[src/rtl/arcb_pkg.sv]
// ----------------------------------------------------------------------------
// arcb_pkg
// Shared constants and the result record of the address range to CIDR core.
// ----------------------------------------------------------------------------
package arcb_pkg;

  // Port widths of the address and prefix fields.
  localparam int FIELD_W  = 32;
  localparam int PREFIX_W = 6;

  // Default width of the address arithmetic.
  localparam int ADDRESS_BITS_DEFAULT = 32;

  // A single range never produces more blocks than this.
  localparam int RESULT_CAP = 62;
  localparam int COUNT_W    = $clog2(RESULT_CAP);

  // Depths of the range queue and the result queue.
  localparam int CMD_DEPTH = 2;
  localparam int RES_DEPTH = 2;

  typedef struct packed {
    logic [FIELD_W-1:0]  network_address;
    logic [PREFIX_W-1:0] prefix_length;
    logic                missing_result;
    logic                last_block;
  } result_t;

endpackage

[src/rtl/address_range_to_cidr_blocks_core.sv]
// ----------------------------------------------------------------------------
// address_range_to_cidr_blocks_core
// Splits an inclusive address range into its minimal run of CIDR blocks.
// ----------------------------------------------------------------------------
// Each accepted beat carries two range bounds in either order; the core
// returns the CIDR blocks that cover the range exactly, lowest first, one
// result beat per block, with last_block set on the final one. A missing
// bound yields a single result with missing_result set. The front end orders
// the bounds and queues the range; the back end loads it, then walks it,
// producing one block per cycle while the result queue is not full; a range
// yields at most 62 blocks. Input and result queues of two entries each let
// either side stall without stopping the other.
module address_range_to_cidr_blocks_core #(
  parameter int ADDRESS_BITS = arcb_pkg::ADDRESS_BITS_DEFAULT
) (
  input  logic                          clk,
  input  logic                          rst,
  input  logic                          push,
  output logic                          full,
  input  logic [arcb_pkg::FIELD_W-1:0]  first_address,
  input  logic [arcb_pkg::FIELD_W-1:0]  second_address,
  input  logic                          either_missing,
  input  logic                          pop,
  output logic                          empty,
  output logic [arcb_pkg::FIELD_W-1:0]  network_address,
  output logic [arcb_pkg::PREFIX_W-1:0] prefix_length,
  output logic                          missing_result,
  output logic                          last_block
);

  import arcb_pkg::*;

  localparam int CMD_W = 2 * ADDRESS_BITS + 1;

  logic             cmd_push;
  logic [CMD_W-1:0] cmd_wdata;
  logic             cmd_full;
  logic             cmd_pop;
  logic [CMD_W-1:0] cmd_rdata;
  logic             cmd_empty;
  logic             res_push;
  result_t          res_wdata;
  logic             res_full;
  result_t          res_rdata;

  arcb_front #(
    .ADDRESS_BITS(ADDRESS_BITS)
  ) u_front (
    .push           (push),
    .full           (full),
    .first_address  (first_address),
    .second_address (second_address),
    .either_missing (either_missing),
    .cmd_push       (cmd_push),
    .cmd_data       (cmd_wdata),
    .cmd_full       (cmd_full)
  );

  arcb_fifo #(
    .WIDTH(CMD_W),
    .DEPTH(CMD_DEPTH)
  ) u_cmd_fifo (
    .clk   (clk),
    .rst   (rst),
    .push  (cmd_push),
    .wdata (cmd_wdata),
    .full  (cmd_full),
    .pop   (cmd_pop),
    .rdata (cmd_rdata),
    .empty (cmd_empty)
  );

  arcb_back #(
    .ADDRESS_BITS(ADDRESS_BITS)
  ) u_back (
    .clk       (clk),
    .rst       (rst),
    .cmd_empty (cmd_empty),
    .cmd_data  (cmd_rdata),
    .cmd_pop   (cmd_pop),
    .res_push  (res_push),
    .res_data  (res_wdata),
    .res_full  (res_full)
  );

  arcb_fifo #(
    .WIDTH($bits(result_t)),
    .DEPTH(RES_DEPTH)
  ) u_res_fifo (
    .clk   (clk),
    .rst   (rst),
    .push  (res_push),
    .wdata (res_wdata),
    .full  (res_full),
    .pop   (pop),
    .rdata (res_rdata),
    .empty (empty)
  );

  assign network_address = res_rdata.network_address;
  assign prefix_length   = res_rdata.prefix_length;
  assign missing_result  = res_rdata.missing_result;
  assign last_block      = res_rdata.last_block;

endmodule

[src/rtl/arcb_fifo.sv]
// ----------------------------------------------------------------------------
// arcb_fifo
// Small synchronous queue with push/full and pop/empty on a register array.
// ----------------------------------------------------------------------------
module arcb_fifo #(
  parameter int WIDTH = 8,
  parameter int DEPTH = 2
) (
  input  logic             clk,
  input  logic             rst,
  input  logic             push,
  input  logic [WIDTH-1:0] wdata,
  output logic             full,
  input  logic             pop,
  output logic [WIDTH-1:0] rdata,
  output logic             empty
);

  localparam int PTR_W = (DEPTH > 1) ? $clog2(DEPTH) : 1;
  localparam int CNT_W = $clog2(DEPTH + 1);
  localparam logic [PTR_W-1:0] LAST_PTR = PTR_W'(DEPTH - 1);
  localparam logic [CNT_W-1:0] DEPTH_CNT = CNT_W'(DEPTH);

  logic [WIDTH-1:0] mem [DEPTH];
  logic [PTR_W-1:0] wr_ptr;
  logic [PTR_W-1:0] rd_ptr;
  logic [CNT_W-1:0] fill;
  logic             do_push;
  logic             do_pop;

  assign full    = (fill == DEPTH_CNT);
  assign empty   = (fill == '0);
  assign do_push = push && !full;
  assign do_pop  = pop && !empty;
  assign rdata   = mem[rd_ptr];

  always_ff @(posedge clk) begin
    if (do_push) begin
      mem[wr_ptr] <= wdata;
    end
  end

  always_ff @(posedge clk) begin
    if (rst) begin
      wr_ptr <= '0;
      rd_ptr <= '0;
      fill   <= '0;
    end else begin
      if (do_push) begin
        wr_ptr <= (wr_ptr == LAST_PTR) ? '0 : wr_ptr + 1'b1;
      end
      if (do_pop) begin
        rd_ptr <= (rd_ptr == LAST_PTR) ? '0 : rd_ptr + 1'b1;
      end
      if (do_push && !do_pop) begin
        fill <= fill + 1'b1;
      end else if (do_pop && !do_push) begin
        fill <= fill - 1'b1;
      end
    end
  end

endmodule

[src/rtl/arcb_front.sv]
// ----------------------------------------------------------------------------
// arcb_front
// Accepts ranges, orders the two bounds and forwards them to the range queue.
// ----------------------------------------------------------------------------
module arcb_front #(
  parameter int ADDRESS_BITS = 32
) (
  input  logic                        push,
  output logic                        full,
  input  logic [arcb_pkg::FIELD_W-1:0] first_address,
  input  logic [arcb_pkg::FIELD_W-1:0] second_address,
  input  logic                        either_missing,
  output logic                        cmd_push,
  output logic [2*ADDRESS_BITS:0]     cmd_data,
  input  logic                        cmd_full
);

  import arcb_pkg::*;

  logic [ADDRESS_BITS-1:0] addr_a;
  logic [ADDRESS_BITS-1:0] addr_b;
  logic [ADDRESS_BITS-1:0] addr_lo;
  logic [ADDRESS_BITS-1:0] addr_hi;

  assign addr_a = ADDRESS_BITS'(first_address);
  assign addr_b = ADDRESS_BITS'(second_address);

  always_comb begin
    if (addr_a < addr_b) begin
      addr_lo = addr_a;
      addr_hi = addr_b;
    end else begin
      addr_lo = addr_b;
      addr_hi = addr_a;
    end
  end

  assign full     = cmd_full;
  assign cmd_push = push && !cmd_full;
  assign cmd_data = {either_missing, addr_hi, addr_lo};

endmodule

[src/rtl/arcb_back.sv]
// ----------------------------------------------------------------------------
// arcb_back
// Walks one ordered range, emitting one aligned CIDR block per cycle unless the result queue is full.
// ----------------------------------------------------------------------------
module arcb_back #(
  parameter int ADDRESS_BITS = 32
) (
  input  logic                    clk,
  input  logic                    rst,
  input  logic                    cmd_empty,
  input  logic [2*ADDRESS_BITS:0] cmd_data,
  output logic                    cmd_pop,
  output logic                    res_push,
  output arcb_pkg::result_t       res_data,
  input  logic                    res_full
);

  import arcb_pkg::*;

  localparam int AW  = ADDRESS_BITS;
  localparam int K_W = $clog2(AW + 1);
  localparam logic [K_W-1:0] AW_K = K_W'(AW);
  localparam logic [COUNT_W-1:0] CAP_LAST = COUNT_W'(RESULT_CAP - 1);

  // Index of the lowest set bit; the full width when nothing is set.
  function automatic logic [K_W-1:0] low_index(input logic [AW-1:0] v);
    logic [AW-1:0] iso;
    logic [K_W-1:0] idx;
    iso = v & (~v + 1'b1);
    idx = '0;
    for (int i = 0; i < AW; i++) begin
      if (iso[i]) begin
        idx = idx | K_W'(i);
      end
    end
    if (v == '0) begin
      idx = AW_K;
    end
    return idx;
  endfunction

  function automatic logic [AW-1:0] reverse(input logic [AW-1:0] v);
    logic [AW-1:0] r;
    for (int i = 0; i < AW; i++) begin
      r[i] = v[AW-1-i];
    end
    return r;
  endfunction

  logic               busy;
  logic               miss;
  logic [AW-1:0]      block;
  logic [AW-1:0]      lo;
  logic [AW-1:0]      hi;
  logic [COUNT_W-1:0] count;

  logic [AW-1:0]  diff;
  logic [K_W-1:0] high_diff;
  logic [K_W-1:0] trail_ones;
  logic [K_W-1:0] trail_zeros;
  logic [K_W-1:0] wide;
  logic [K_W-1:0] k;
  logic [AW:0]    one_shift;
  logic [AW-1:0]  host_mask;
  logic [AW:0]    sum;
  logic [AW-1:0]  next;
  logic [K_W-1:0] prefix;
  logic           last;
  logic           emit;

  assign diff        = block ^ hi;
  assign high_diff   = AW_K - 1'b1 - low_index(reverse(diff));
  assign trail_ones  = low_index(~diff);
  assign trail_zeros = low_index(block);
  assign wide        = (high_diff > trail_ones) ? high_diff : trail_ones;
  assign k           = (block == hi) ? '0
                     : ((trail_zeros < wide) ? trail_zeros : wide);

  // Block size 2^k; the host mask is all ones when k covers the full width.
  assign one_shift = {{AW{1'b0}}, 1'b1} << k;
  assign host_mask = AW'(one_shift - 1'b1);
  assign sum       = {1'b0, block | host_mask} + 1'b1;
  assign next      = sum[AW-1:0];
  assign prefix    = AW_K - k;

  // A next start at or below the low bound means the run wrapped past all ones.
  assign last = (next > hi) || (next <= lo) || (count == CAP_LAST);

  assign emit    = busy && !res_full;
  assign cmd_pop = !busy && !cmd_empty;

  assign res_push = emit;
  always_comb begin
    if (miss) begin
      res_data.network_address = '0;
      res_data.prefix_length   = '0;
      res_data.missing_result  = 1'b1;
      res_data.last_block      = 1'b1;
    end else begin
      res_data.network_address = FIELD_W'(block);
      res_data.prefix_length   = PREFIX_W'(prefix);
      res_data.missing_result  = 1'b0;
      res_data.last_block      = last;
    end
  end

  always_ff @(posedge clk) begin
    if (rst) begin
      busy <= 1'b0;
    end else if (cmd_pop) begin
      busy <= 1'b1;
    end else if (emit && (miss || last)) begin
      busy <= 1'b0;
    end
  end

  always_ff @(posedge clk) begin
    if (cmd_pop) begin
      miss  <= cmd_data[2*AW];
      hi    <= cmd_data[2*AW-1:AW];
      lo    <= cmd_data[AW-1:0];
      block <= cmd_data[AW-1:0];
      count <= '0;
    end else if (emit) begin
      block <= next;
      count <= count + 1'b1;
    end
  end

endmodule

[config.mk]
export PLATFORM = sky130hd
export DESIGN_NAME = address_range_to_cidr_blocks_core
export DESIGN_NICKNAME = d
export VERILOG_FILES = /design/src/rtl/arcb_pkg.sv /design/src/rtl/address_range_to_cidr_blocks_core.sv /design/src/rtl/arcb_fifo.sv /design/src/rtl/arcb_front.sv /design/src/rtl/arcb_back.sv
export SDC_FILE = /design/constraint.sdc
export NUM_CORES = 1
export LEC_CHECK = 0
export ABC_CLOCK_PERIOD_IN_PS = 13500
export BUFFER_PORTS_ARGS = -buffer_cell sky130_fd_sc_hd__buf_4
export CAP_MARGIN = 10
export CORE_MARGIN = 2
export CORE_UTILIZATION = 45
export DETAILED_ROUTE_END_ITERATION = 12
export PLACE_DENSITY = 0.65
export SLEW_MARGIN = 0
export SYNTH_ARGS = -nofsm -noshare
export SYNTH_HDL_FRONTEND = slang
export SYNTH_HIERARCHICAL = 1
export SYNTH_SLANG_ARGS = --single-unit
[constraint.sdc]
create_clock -name clk -period 13.5 [get_ports clk]
set_input_delay 1.35 -clock clk [delete_from_list [all_inputs] [get_ports clk]]
set_output_delay 1.35 -clock clk [all_outputs]
set_load 0.05 [all_outputs]
* Word level (Yosys, flattened, before mapping) *
Memory sizes are Yosys's and may differ from the RTL's. A register that Yosys moved wholly into a read port is not among the register bits.
Index checks and enable logic that the tools add are counted.

storage, ports and cells
  register bits after elaboration = 112
  RAM bits = 210
  input bits = 69
  output and inout bits = 42
  logic and storage cells = 228
  memories = 2

cells by class
  $add $sub $neg = 16
  magnitude comparators = 5
  equal/unequal tests = 4
  shift-type cells = 1
  muxes and demuxes = 142
  bitwise logic cells = 9
  reductions and logical operators = 37

memory list
  memory          depth  bits a word  rd ports  clocked after Yosys merged registers in  write ports  RTL line         source
  u_cmd_fifo.mem  2      65           1         1                                        1            arcb_fifo.sv:24  logic [WIDTH-1:0] mem [DEPTH];
  u_res_fifo.mem  2      40           1         1                                        1            arcb_fifo.sv:24

operators by type and width
  operator                                                               number
  5-bit 2-to-1 mux                                                       48
  32-bit 2-to-1 mux                                                      5
  32-bit by 1-bit adder with 32-bit output (second input constant)       4
  32-bit inverter                                                        4
  32-bit bitwise AND                                                     3
  32-bit logical NOT                                                     3
  4-bit 2-to-1 mux                                                       24
  6-bit 2-to-1 mux                                                       8
  40-bit 2-to-1 mux                                                      1
  3-bit 2-to-1 mux                                                       12
  32-bit == test                                                         1
  32-bit greater-than comparator                                         1
  32-bit less-or-equal comparator                                        1
  32-bit less-than comparator                                            1
  2-bit 2-to-1 mux                                                       16
  32-bit bitwise OR                                                      1
  1-bit by 6-bit left shift with 32-bit output (first input constant)    1
  32-bit by 1-bit subtractor with 32-bit output (second input constant)  1
  32-bit XOR                                                             1
  1-bit 2-to-1 mux                                                       28
  1-bit logical AND                                                      12
  2-bit nonzero test                                                     5
  1-bit logical NOT                                                      9
  3-bit nonzero test                                                     3
  other kinds (12)                                                       21

* Logic depth before layout (Yosys ltp) *
Gate-level depths: netlist (run 1).

  depth in word-level cells = 56
  depth in mapped cells = 56
  gate-level depth less buffers = 52

* By module *
Netlist (run 1), hierarchy kept.

by module, submodules not included
  module                  times used  cells an instance  area each (µm²)  seq. area each (µm²)
  arcb_back               1           1135               10143.5          3052.9
  arcb_fifo (u_cmd_fifo)  1           227                4901.0           4003.8
  arcb_fifo (u_res_fifo)  1           149                3090.5           2502.4
  arcb_front              1           184                1719.1           0.0

* Worst setup path before layout (run 1) *
No wires, ideal clock.

  path kind = flip-flop to flip-flop
  start = register u_back.block[11]
  end = register u_back.busy
  library setup time = 95 ps
  arrival = 10096 ps
  required time = 13405 ps
  setup slack = 3309 ps
  stages on the path, launching flop included = 49
  buffers on the path = 4
  period minus slack after synthesis = 10191 ps
  path through = edfxtp_1 buf_2 xnor2_1 nor4_1 nand4_2 nor3_1 nor3_1 ha_1 a2111oi_0 a21oi_1 clkbuf_1 o41ai_2 ha_1 a21o_1 a21o_1 a21oi_1 nor2b_1 nand2_1 (+13 left out) nand2_1 xnor2_1 ha_1 a21oi_1 nor2b_1 o21ai_0 nand2b_1 a21oi_1 nor2b_1 o21ai_0 nand2b_1 a21oi_1 o31ai_1 a31o_2 a21oi_1 a41o_1 nand4_1 a221oi_1

on the way
  longest elaborated chain between the ends = 42
  elaborated cells between the ends (all ways) = 89
  those cells by class = add/sub: 6; order compare: 4; eq/ne: 1; shift: 1; mux: 60; bitwise: 9; reduce/logical: 8

ends and longest elaborated chain
  item                                                                                      RTL line          source
  start, declared                                                                           arcb_back.sv:52   logic [AW-1:0] block;
  start signal, assigned                                                                    arcb_back.sv:122  block <= cmd_data[AW-1:0];
  start signal, assigned                                                                    arcb_back.sv:125  block <= next;
  32-bit XOR                                                                                arcb_back.sv:71   assign diff = block ^ hi;
  32-bit inverter                                                                           arcb_back.sv:73   assign trail_ones = low_index(~diff);
  32-bit inverter                                                                           arcb_back.sv:29   iso = v & (~v + 1'b1);
  32-bit by 1-bit adder with 32-bit output                                                  arcb_back.sv:29
  32-bit bitwise AND                                                                        arcb_back.sv:29
  4-bit 2-to-1 mux (5 in a row)                                                             arcb_back.sv:32   if (iso[i]) begin
  5-bit 2-to-1 mux (16 in a row)                                                            arcb_back.sv:32
  6-bit 2-to-1 mux                                                                          arcb_back.sv:36   if (v == '0) begin
  (+6 left out)                                                                             n/a
  32-bit by 1-bit subtractor with 32-bit output                                             arcb_back.sv:81   assign host_mask = AW'(one_shift - 1'b1);
  32-bit bitwise OR *                                                                       arcb_back.sv:82   assign sum = {1'b0, block | host_mask} + 1'b1;
  32-bit by 1-bit adder with 32-bit output *                                                arcb_back.sv:82
  32-bit greater-than comparator / 32-bit less-or-equal comparator (equally long branches)  arcb_back.sv:87   assign last = (next > hi) || (next <= lo) || (count == CAP_LAST);
  1-bit logical OR * (2 in a row)                                                           arcb_back.sv:87
  1-bit logical OR *                                                                        arcb_back.sv:112  end else if (emit && (miss || last)) begin
  1-bit logical AND *                                                                       arcb_back.sv:112
  3-bit nonzero test (no source line) *                                                     n/a
  end signal, assigned                                                                      arcb_back.sv:109  busy <= 1'b0;
  end signal, assigned                                                                      arcb_back.sv:111  busy <= 1'b1;
  end signal, assigned                                                                      arcb_back.sv:113  busy <= 1'b0;
  end, declared                                                                             arcb_back.sv:50   logic busy;

Mark *: on every way between the ends. The rest lies on a longest branch, timed or not.
A chain may end at the register's enable or synchronous reset.

* Worst setup path in the final report (run 1) *
  start = register u_back.block[10]
  end = register u_back.busy

on the way
  longest elaborated chain between the ends = 43
  elaborated cells between the ends (all ways) = 90
  those cells by class = add/sub: 6; order compare: 4; eq/ne: 1; shift: 1; mux: 61; bitwise: 9; reduce/logical: 8

ends and longest elaborated chain
  item                                                                                      RTL line
  32-bit XOR                                                                                arcb_back.sv:71
  32-bit inverter                                                                           arcb_back.sv:73
  32-bit inverter                                                                           arcb_back.sv:29
  32-bit by 1-bit adder with 32-bit output                                                  arcb_back.sv:29
  32-bit bitwise AND                                                                        arcb_back.sv:29
  4-bit 2-to-1 mux (6 in a row)                                                             arcb_back.sv:32
  5-bit 2-to-1 mux (16 in a row)                                                            arcb_back.sv:32
  6-bit 2-to-1 mux                                                                          arcb_back.sv:36
  (+6 left out)                                                                             n/a
  32-bit by 1-bit subtractor with 32-bit output                                             arcb_back.sv:81
  32-bit bitwise OR *                                                                       arcb_back.sv:82
  32-bit by 1-bit adder with 32-bit output *                                                arcb_back.sv:82
  32-bit greater-than comparator / 32-bit less-or-equal comparator (equally long branches)  arcb_back.sv:87
  1-bit logical OR * (2 in a row)                                                           arcb_back.sv:87
  1-bit logical OR *                                                                        arcb_back.sv:112
  1-bit logical AND *                                                                       arcb_back.sv:112
  3-bit nonzero test (no source line) *                                                     n/a

Marked as above.

==> results.txt, run 1 <==
Crit end category = register
YS warnings = 6
Worst hold path cell count = 2
WL/cell = 22.22 um
Final Hold Viols = 0
Hold crit path type = reg -> reg
CTS resizes = 0
RSZ-0062 raised after global routing = false
Inserted Clock Buffers = 35
Post-synthesis sequential area ratio = 0.4815
Crit-path slowest cell = o41ai_2
CTS Root Cell = clkbuf_16
Hold slack = 0.5107 ns
Main synth FF type = edfxtp_1
Mapped Cells = 1,695
Top-count cell post-synth = edfxtp_1
Commonest cells in the netlist = edfxtp_1, mux2_2, inv_1
Global-route wire length before repair = 81.93 mm
EDFF count, synth = 307
Reg clk slew, reported paths = 0.06 ns
Total wire length = 53.16 mm
Number of I/O port buffers = 110
Number of diodes = 0
Fin crit period = 12.54 ns
Htree depth = 2
Worst EP required = 13.96 ns
Crit path arrival time = 13.00 ns
Worst-Skew Late Latency = 0.57 ns
Slowest stage delay, CP = 0.73 ns
Hold_sp = u_res_fifo/wr_ptr$_SDFFE_PP0P_
Final setup fails = 0
DR pass1 iterations = 8
# DRC = 0
CORE AREA = 0.04327 sq mm
Syn_nets = 1,880
Fin nets = 1,971
Chip Width = 214.0 um
ANT nets after route = 0
R2R Setup Slk = 0.96 ns
RePlAce Congestion = 0.9664
Cts hold-fix bufs = 0
Synthesized cell area = 0.01985 sq mm
Clock sink total = 324
R2R cell count = 45
Worst slew margin = 0.1924
Initial antenna violation count = 0
Reg2Reg Launch Point = u_back/block[10]$_DFFE_PP_
Crit Path Class = reg -> reg
Top cells by area, synth = edfxtp_1, mux2_2, ha_1
Die area = 0.04582 sq mm
Setup TNS = 0 ns
# IOs = 111
Post-Layout Inst Area = 0.02224 sq mm
Die extent in y = 214.0 um
Max-slew violations = 0
CTS tree = yes
WHS Endpoint = u_res_fifo/wr_ptr$_SDFFE_PP0P_
Outcome = finished, final reports clean
DR vias = 13,820
DP HPWL = 40.57 mm
Vias in the first global route = 13,620
Crit-path most repeated cell = a21oi_1
Reg2reg end = u_back/busy$_SDFFE_PP0P_
Max cap viols = 0
Final worst clock skew = 0.03120 ns
Gr usage total = 0.2309
Worst Tran Pin Value = 1.211 ns
Post-synth cell types = 98
CP max FO = 14
CP delay by family, top = compound AO/OA/AOI/OAI gates
Fill cells = 3,749
Syn_area_per_cell = 11.71 sq um
Largest net degree at the start of global routing = 73
Synth top area share = 0.4643
Placed standard-cell area = 0.02113 sq mm
Synth async-reset ratio = 0
GR Overflow Total = 0
Max Fclk = 0.07975 GHz
Initial drt markers = 927
Crit share post-route = 0.9289
Fraction of layout cells with a size suffix above 1 = 0.2429
Num rows = 76
Clk buf depth = 3
Fin util = 0.5140
Post-CTS Setup Inserts = 0
Cell taking the most area after synthesis = edfxtp_1
#FFs+latches synth = 324
Area grow syn2layout = 12.02%
Buf/Inv on CP = 0
Starting Density = 0.4589
Vias per cell = 5.777
Crit start category = register
## stage by stage
stage | setup slack [ns] | instances
after global placement | 0.8610 | 2334
final | 0.9605 | 2392
after CTS | 0.7413 | 2392
after global routing | 0.01281 | 2392
after detailed placement | 0.8432 | 2334
after floorplan | 3.309 | 1695
## worst reg2reg max path: cells and delay by family (launching register included)
family	cells	cell delay (ns)
AOI/OAI and AO/OA	19	5.27
and+or+nand+nor	18	3.99
adders and majority gates	4	1.42
xor gates and xnor gates	3	0.84
DFF	1	0.55
muxes	1	0.36
## registers in the layout, indices dropped and copies added (netlist names), named ones only
| signal | flops |
|---|---|
| u_res_fifo/rd_ptr | 1 |
| u_res_fifo/fill | 2 |
| u_res_fifo/wr_ptr | 1 |
| u_cmd_fifo/rd_ptr | 1 |
| u_cmd_fifo/fill | 2 |
| u_cmd_fifo/wr_ptr | 1 |
| u_back/hi | 32 |
| u_back/block | 32 |
| u_cmd_fifo/mem | 130 |
| u_back/busy | 1 |
| u_res_fifo/mem | 80 |
| u_back/miss | 1 |
| u_back/lo | 32 |
| u_back/count | 6 |
## worst max path at each step
stage / startpoint / endpoint / slack [ns] / depth (start not counted)
final: u_back/block[10]$_DFFE_PP_ / u_back/busy$_SDFFE_PP0P_ / 0.96 / 45
after global routing: u_back/block[10]$_DFFE_PP_ / u_back/busy$_SDFFE_PP0P_ / 0.01 / 43
after floorplan: u_back/block[11]$_DFFE_PP_ / u_back/busy$_SDFFE_PP0P_ / 3.31 / 48
after detailed placement: u_back/block[10]$_DFFE_PP_ / u_back/busy$_SDFFE_PP0P_ / 0.84 / 49
after CTS: u_back/block[10]$_DFFE_PP_ / u_back/busy$_SDFFE_PP0P_ / 0.74 / 43
after global placement: u_back/block[22]$_DFFE_PP_ / u_back/busy$_SDFFE_PP0P_ / 0.86 / 43
## layer usage
| layer | GRT usage | part of all wire | vias up |
|---|---|---|---|
| met2 | 0.3592 | 0.45 | 407 |
| li1 | - | - | 6577 |
| met4 | 0.1021 | 0.043 | 0 |
| met3 | 0.02667 | 0.045 | 99 |
| met1 | 0.3257 | 0.46 | 6735 |
| met5 | 0 | 0 | - |
## layout make-up
| class | count | area, sq um | area share |
|---|---|---|---|
| Timing Repair Buffer | 126 | 945.9 | 0.04253 |
| Tap cell | 585 | 732.0 | 0.03291 |
| Inverter | 124 | 465.4 | 0.02093 |
| Clock inverter | 20 | 196.4 | 0.008833 |
| Sequential cell | 324 | 9562 | 0.4299 |
| Multi-Input combinational cell | 1175 | 9452 | 0.4250 |
| Clock buffer | 38 | 887.1 | 0.03989 |
## cells by family (layout without fill, tap and decap cells)
logic type,count (synthesis),after routing,synth area share
buffers and inverters,196,308,0.04455
adder cells (fa/ha/maj),116,116,0.07310
XOR/XNOR,104,104,0.04588
flip-flops,324,324,0.4815
AND/OR/NAND/NOR,449,449,0.1263
multiplexers,205,205,0.1217
AO/OA/AOI/OAI,301,301,0.1070
## cell usage in the layout (no fill, tap or decap), drive strengths merged, types with 15 or more instances in the layout
master  count
a21o       19
a21oi      83
a31oi      18
and2       17
buf       126
clkbuf     38
dfxtp      17
edfxtp    307
ha        116
inv       126
mux2      201
nand2      66
nand2b     17
nand3      36
nand4      57
nor2       91
nor2b      46
nor3       38
nor4       25
o211ai     16
o21ai      52
o31ai      15
xnor2      53
xor2       51
Power of run 1 is left out: the tool's default activity adds up to more than one toggle a clock period on the data nets, which glitch-free logic cannot reach.
==> inputs of run 2 (changes only) <==
CAP_MARGIN = 40   (was 10)
CTS_BUF_LIST = sky130_fd_sc_hd__clkbuf_4 sky130_fd_sc_hd__clkbuf_8   (was not set)
==> run 2 against run 1 <==
  * Wire length rose by 0.98%
  * Non-clock buffer count rose by 13
  * Register-to-register slack better by 0.03 ns
  * First-iteration DRC count grew 15%
  * Worst hold slack worse by 0.0063 ns
  * Worst setup slack better by 0.030 ns
  * Sequential share of layout area down 0.30 points
  * Die area did not move
  * Critical path type unchanged
  * Largest cell class unchanged
==> results.txt, run 2 (synthesis results as in run 1) <==
Buf/Inv on CP = 3 (+3)
Fin crit period = 12.51 ns (-0.02997 ns)
Sequential Area = 0.009562 sq mm (unchanged)
Worst-Skew Late Latency = 0.64 ns (+0.07 ns)
Commonest non-fill, non-tap cell in the layout = edfxtp_1
Commonest non-fill, non-tap cells in the layout = edfxtp_1, mux2_2, buf_4, inv_1, ha_1
Hold crit path type = reg -> reg
Fin util = 0.5176 (+0.003615)
Fill cells = 3,801 (+1.4%)
WL/cell = 21.96 um (-1.2%)
Post-Layout Inst Area = 0.02240 sq mm (+0.70%)
Fin nets = 2,003 (+1.6%)
Largest net degree at the start of global routing = 63 (-14%)
Global-route wire length before repair = 82.68 mm (+0.92%)
Reg clk slew, reported paths = 0.06 ns (about the same)
Final worst clock skew = 0.02643 ns (-0.004764 ns)
DP HPWL = 40.88 mm (+0.77%)
Worst Tran Pin Value = 0.8553 ns (-0.3562 ns)
Clock sink total = 324 (unchanged)
Area grow syn2layout = 12.81%
Crit-path slowest cell = o41ai_2
Initial drt markers = 1,064 (+15%)
Largest Register = u_cmd_fifo/mem
Crit-path most repeated cell = a21oi_1
GR Overflow Total = 0 (unchanged)
DR vias = 14,080 (+1.9%)
CP delay by family, top = compound AO/OA/AOI/OAI gates
Worst slew margin = 0.4260 (+0.2336)
Setup TNS = 0 ns (unchanged)
R2R cell count = 49 (+8.9%)
Placed standard-cell area = 0.02131 sq mm (+0.88%)
Gr usage total = 0.2325 (+0.001635)
Max Fclk = 0.07994 GHz (+0.24%)
Met3 WL = 2.465 mm (+3.4%)
Htree depth = 2 (unchanged)
Max cap viols = 0 (unchanged)
Critical Path Stages = 49 (+8.9%)
Fraction of layout cells with a size suffix above 1 = 0.2643 (+0.02132)
# IOs = 111 (unchanged)
Vias in the first global route = 13,960 (+2.5%)
Final worst slack = 0.9904 ns (+0.02997 ns)
# DRC = 0 (unchanged)
Max-slew violations = 0 (unchanged)
RSZ-0062 raised after global routing = false
Post-place setup slack = 1.012 ns (+0.1686 ns)
DR pass1 iterations = 5 (-3)
CTS tree = yes
Die extent in y = 214.0 um (unchanged)
Max FFs per register = 130 (unchanged)
CORE AREA = 0.04327 sq mm (unchanged)
RePlAce Congestion = 0.9664 (unchanged)
Crit end category = register
CP endpoint = u_back/busy$_SDFFE_PP0P_
Critical path origin = u_back/block[10]$_DFFE_PP_
Reg2Reg Launch Point = u_back/block[10]$_DFFE_PP_
Initial antenna violation count = 0 (unchanged)
CTS Root Cell = clkbuf_8
Outcome = finished, final reports clean
Crit Path Class = reg -> reg
Wl on met1 = 24.83 mm (+0.66%)
Vias per cell = 5.761 (-0.27%)
Worst hold path cell count = 2 (unchanged)
Crit start category = register
Final setup fails = 0 (unchanged)
Num rows = 76 (unchanged)
Met2 WL = 24.49 mm (+2.7%)
Slowest stage delay, CP = 0.72 ns (about the same)
Top Metal Used = met4
Reg2reg end = u_back/busy$_SDFFE_PP0P_
Die area = 0.04582 sq mm (unchanged)
CP max FO = 13 (-1)
R2R Setup Slk = 0.99 ns (+0.03 ns)
Final Hold Viols = 0 (unchanged)
Worst EP required = 14.03 ns (+0.07 ns)
ANT nets after route = 0 (unchanged)
Crit share post-route = 0.9266 (-0.002220)
Clk buf depth = 3 (unchanged)
Number of I/O port buffers = 110 (unchanged)
Chip Width = 214.0 um (unchanged)
Crit path arrival time = 13.04 ns (+0.04 ns)
Total wire length = 53.68 mm (+0.98%)
Biggest regs = u_cmd_fifo/mem x130, u_res_fifo/mem x80
Starting Density = 0.4589 (unchanged)
Inserted Clock Buffers = 54 (+54%)
Multi-input logic area = 0.009449 sq mm (about the same)
[run 2: cell types whose count changed in the layout (fill, tap and decap cells not counted), moves of 2 or more]
cell	change
clkbuf_4	+14
clkinv_8	-2
clkinv_1	+2
clkinv_2	+8
buf_16	+3
clkbuf_16	-35
clkbuf_1	-3
buf_4	+6
clkbuf_8	+54
buf_12	+4
[run 2: per-layer routing]
| layer | vias to the layer above | track usage |
|---|---|---|
| met4 | 0 | 0.09161 |
| met5 | - | 0 |
| met1 | 6873 | 0.3238 |
| met3 | 102 | 0.02624 |
| li1 | 6644 | - |
| met2 | 461 | 0.3724 |
[run 2: layout make-up]
cell class              instances  share of cell area
diodes                          1           0.0001117
clock buffers                  68             0.03788
clock inverters                28            0.008212
inverters                     124             0.02078
multi-input cells            1175              0.4219
flip-flops and latches        324              0.4269
well taps                     585             0.03268
repair buffers                139             0.05151
[run 2: how the worst min path moves through the flow]
stage	startpoint	end	slack (ns)
floorplan	u_cmd_fifo/wr_ptr$_SDFFE_PP0P_	u_cmd_fifo/wr_ptr$_SDFFE_PP0P_	0.45
global placement	u_res_fifo/wr_ptr$_SDFFE_PP0P_	u_res_fifo/wr_ptr$_SDFFE_PP0P_	0.47
detailed placement	u_res_fifo/wr_ptr$_SDFFE_PP0P_	u_res_fifo/wr_ptr$_SDFFE_PP0P_	0.49
CTS	u_res_fifo/wr_ptr$_SDFFE_PP0P_	u_res_fifo/wr_ptr$_SDFFE_PP0P_	0.50
global route	u_res_fifo/wr_ptr$_SDFFE_PP0P_	u_res_fifo/wr_ptr$_SDFFE_PP0P_	0.52
finish	u_res_fifo/wr_ptr$_SDFFE_PP0P_	u_res_fifo/wr_ptr$_SDFFE_PP0P_	0.50
[run 2: timing repair]
item,in CTS,in global routing
setup buffers,0,3
hold buffers,0,0
gates resized for setup,0,5
hold endpoints to repair,0,0
setup endpoints to repair,0,3
[run 2: per-stage QoR]
| stage | instances | hold slack, ns |
|---|---|---|
| after global placement | 2334 | 0.4653 |
| after floorplan | 1695 | 0.4516 |
| after CTS | 2440 | 0.5049 |
| final | 2444 | 0.5044 |
| after global routing | 2443 | 0.5202 |
| after detailed placement | 2344 | 0.4887 |
[run 2: worst min-delay path: cells and delay by family, from the launching register on]
kind,cells,cell delay [ns]
compound gates,2,0.14
flops,1,0.31
Power of run 2 is left out for the same reason.
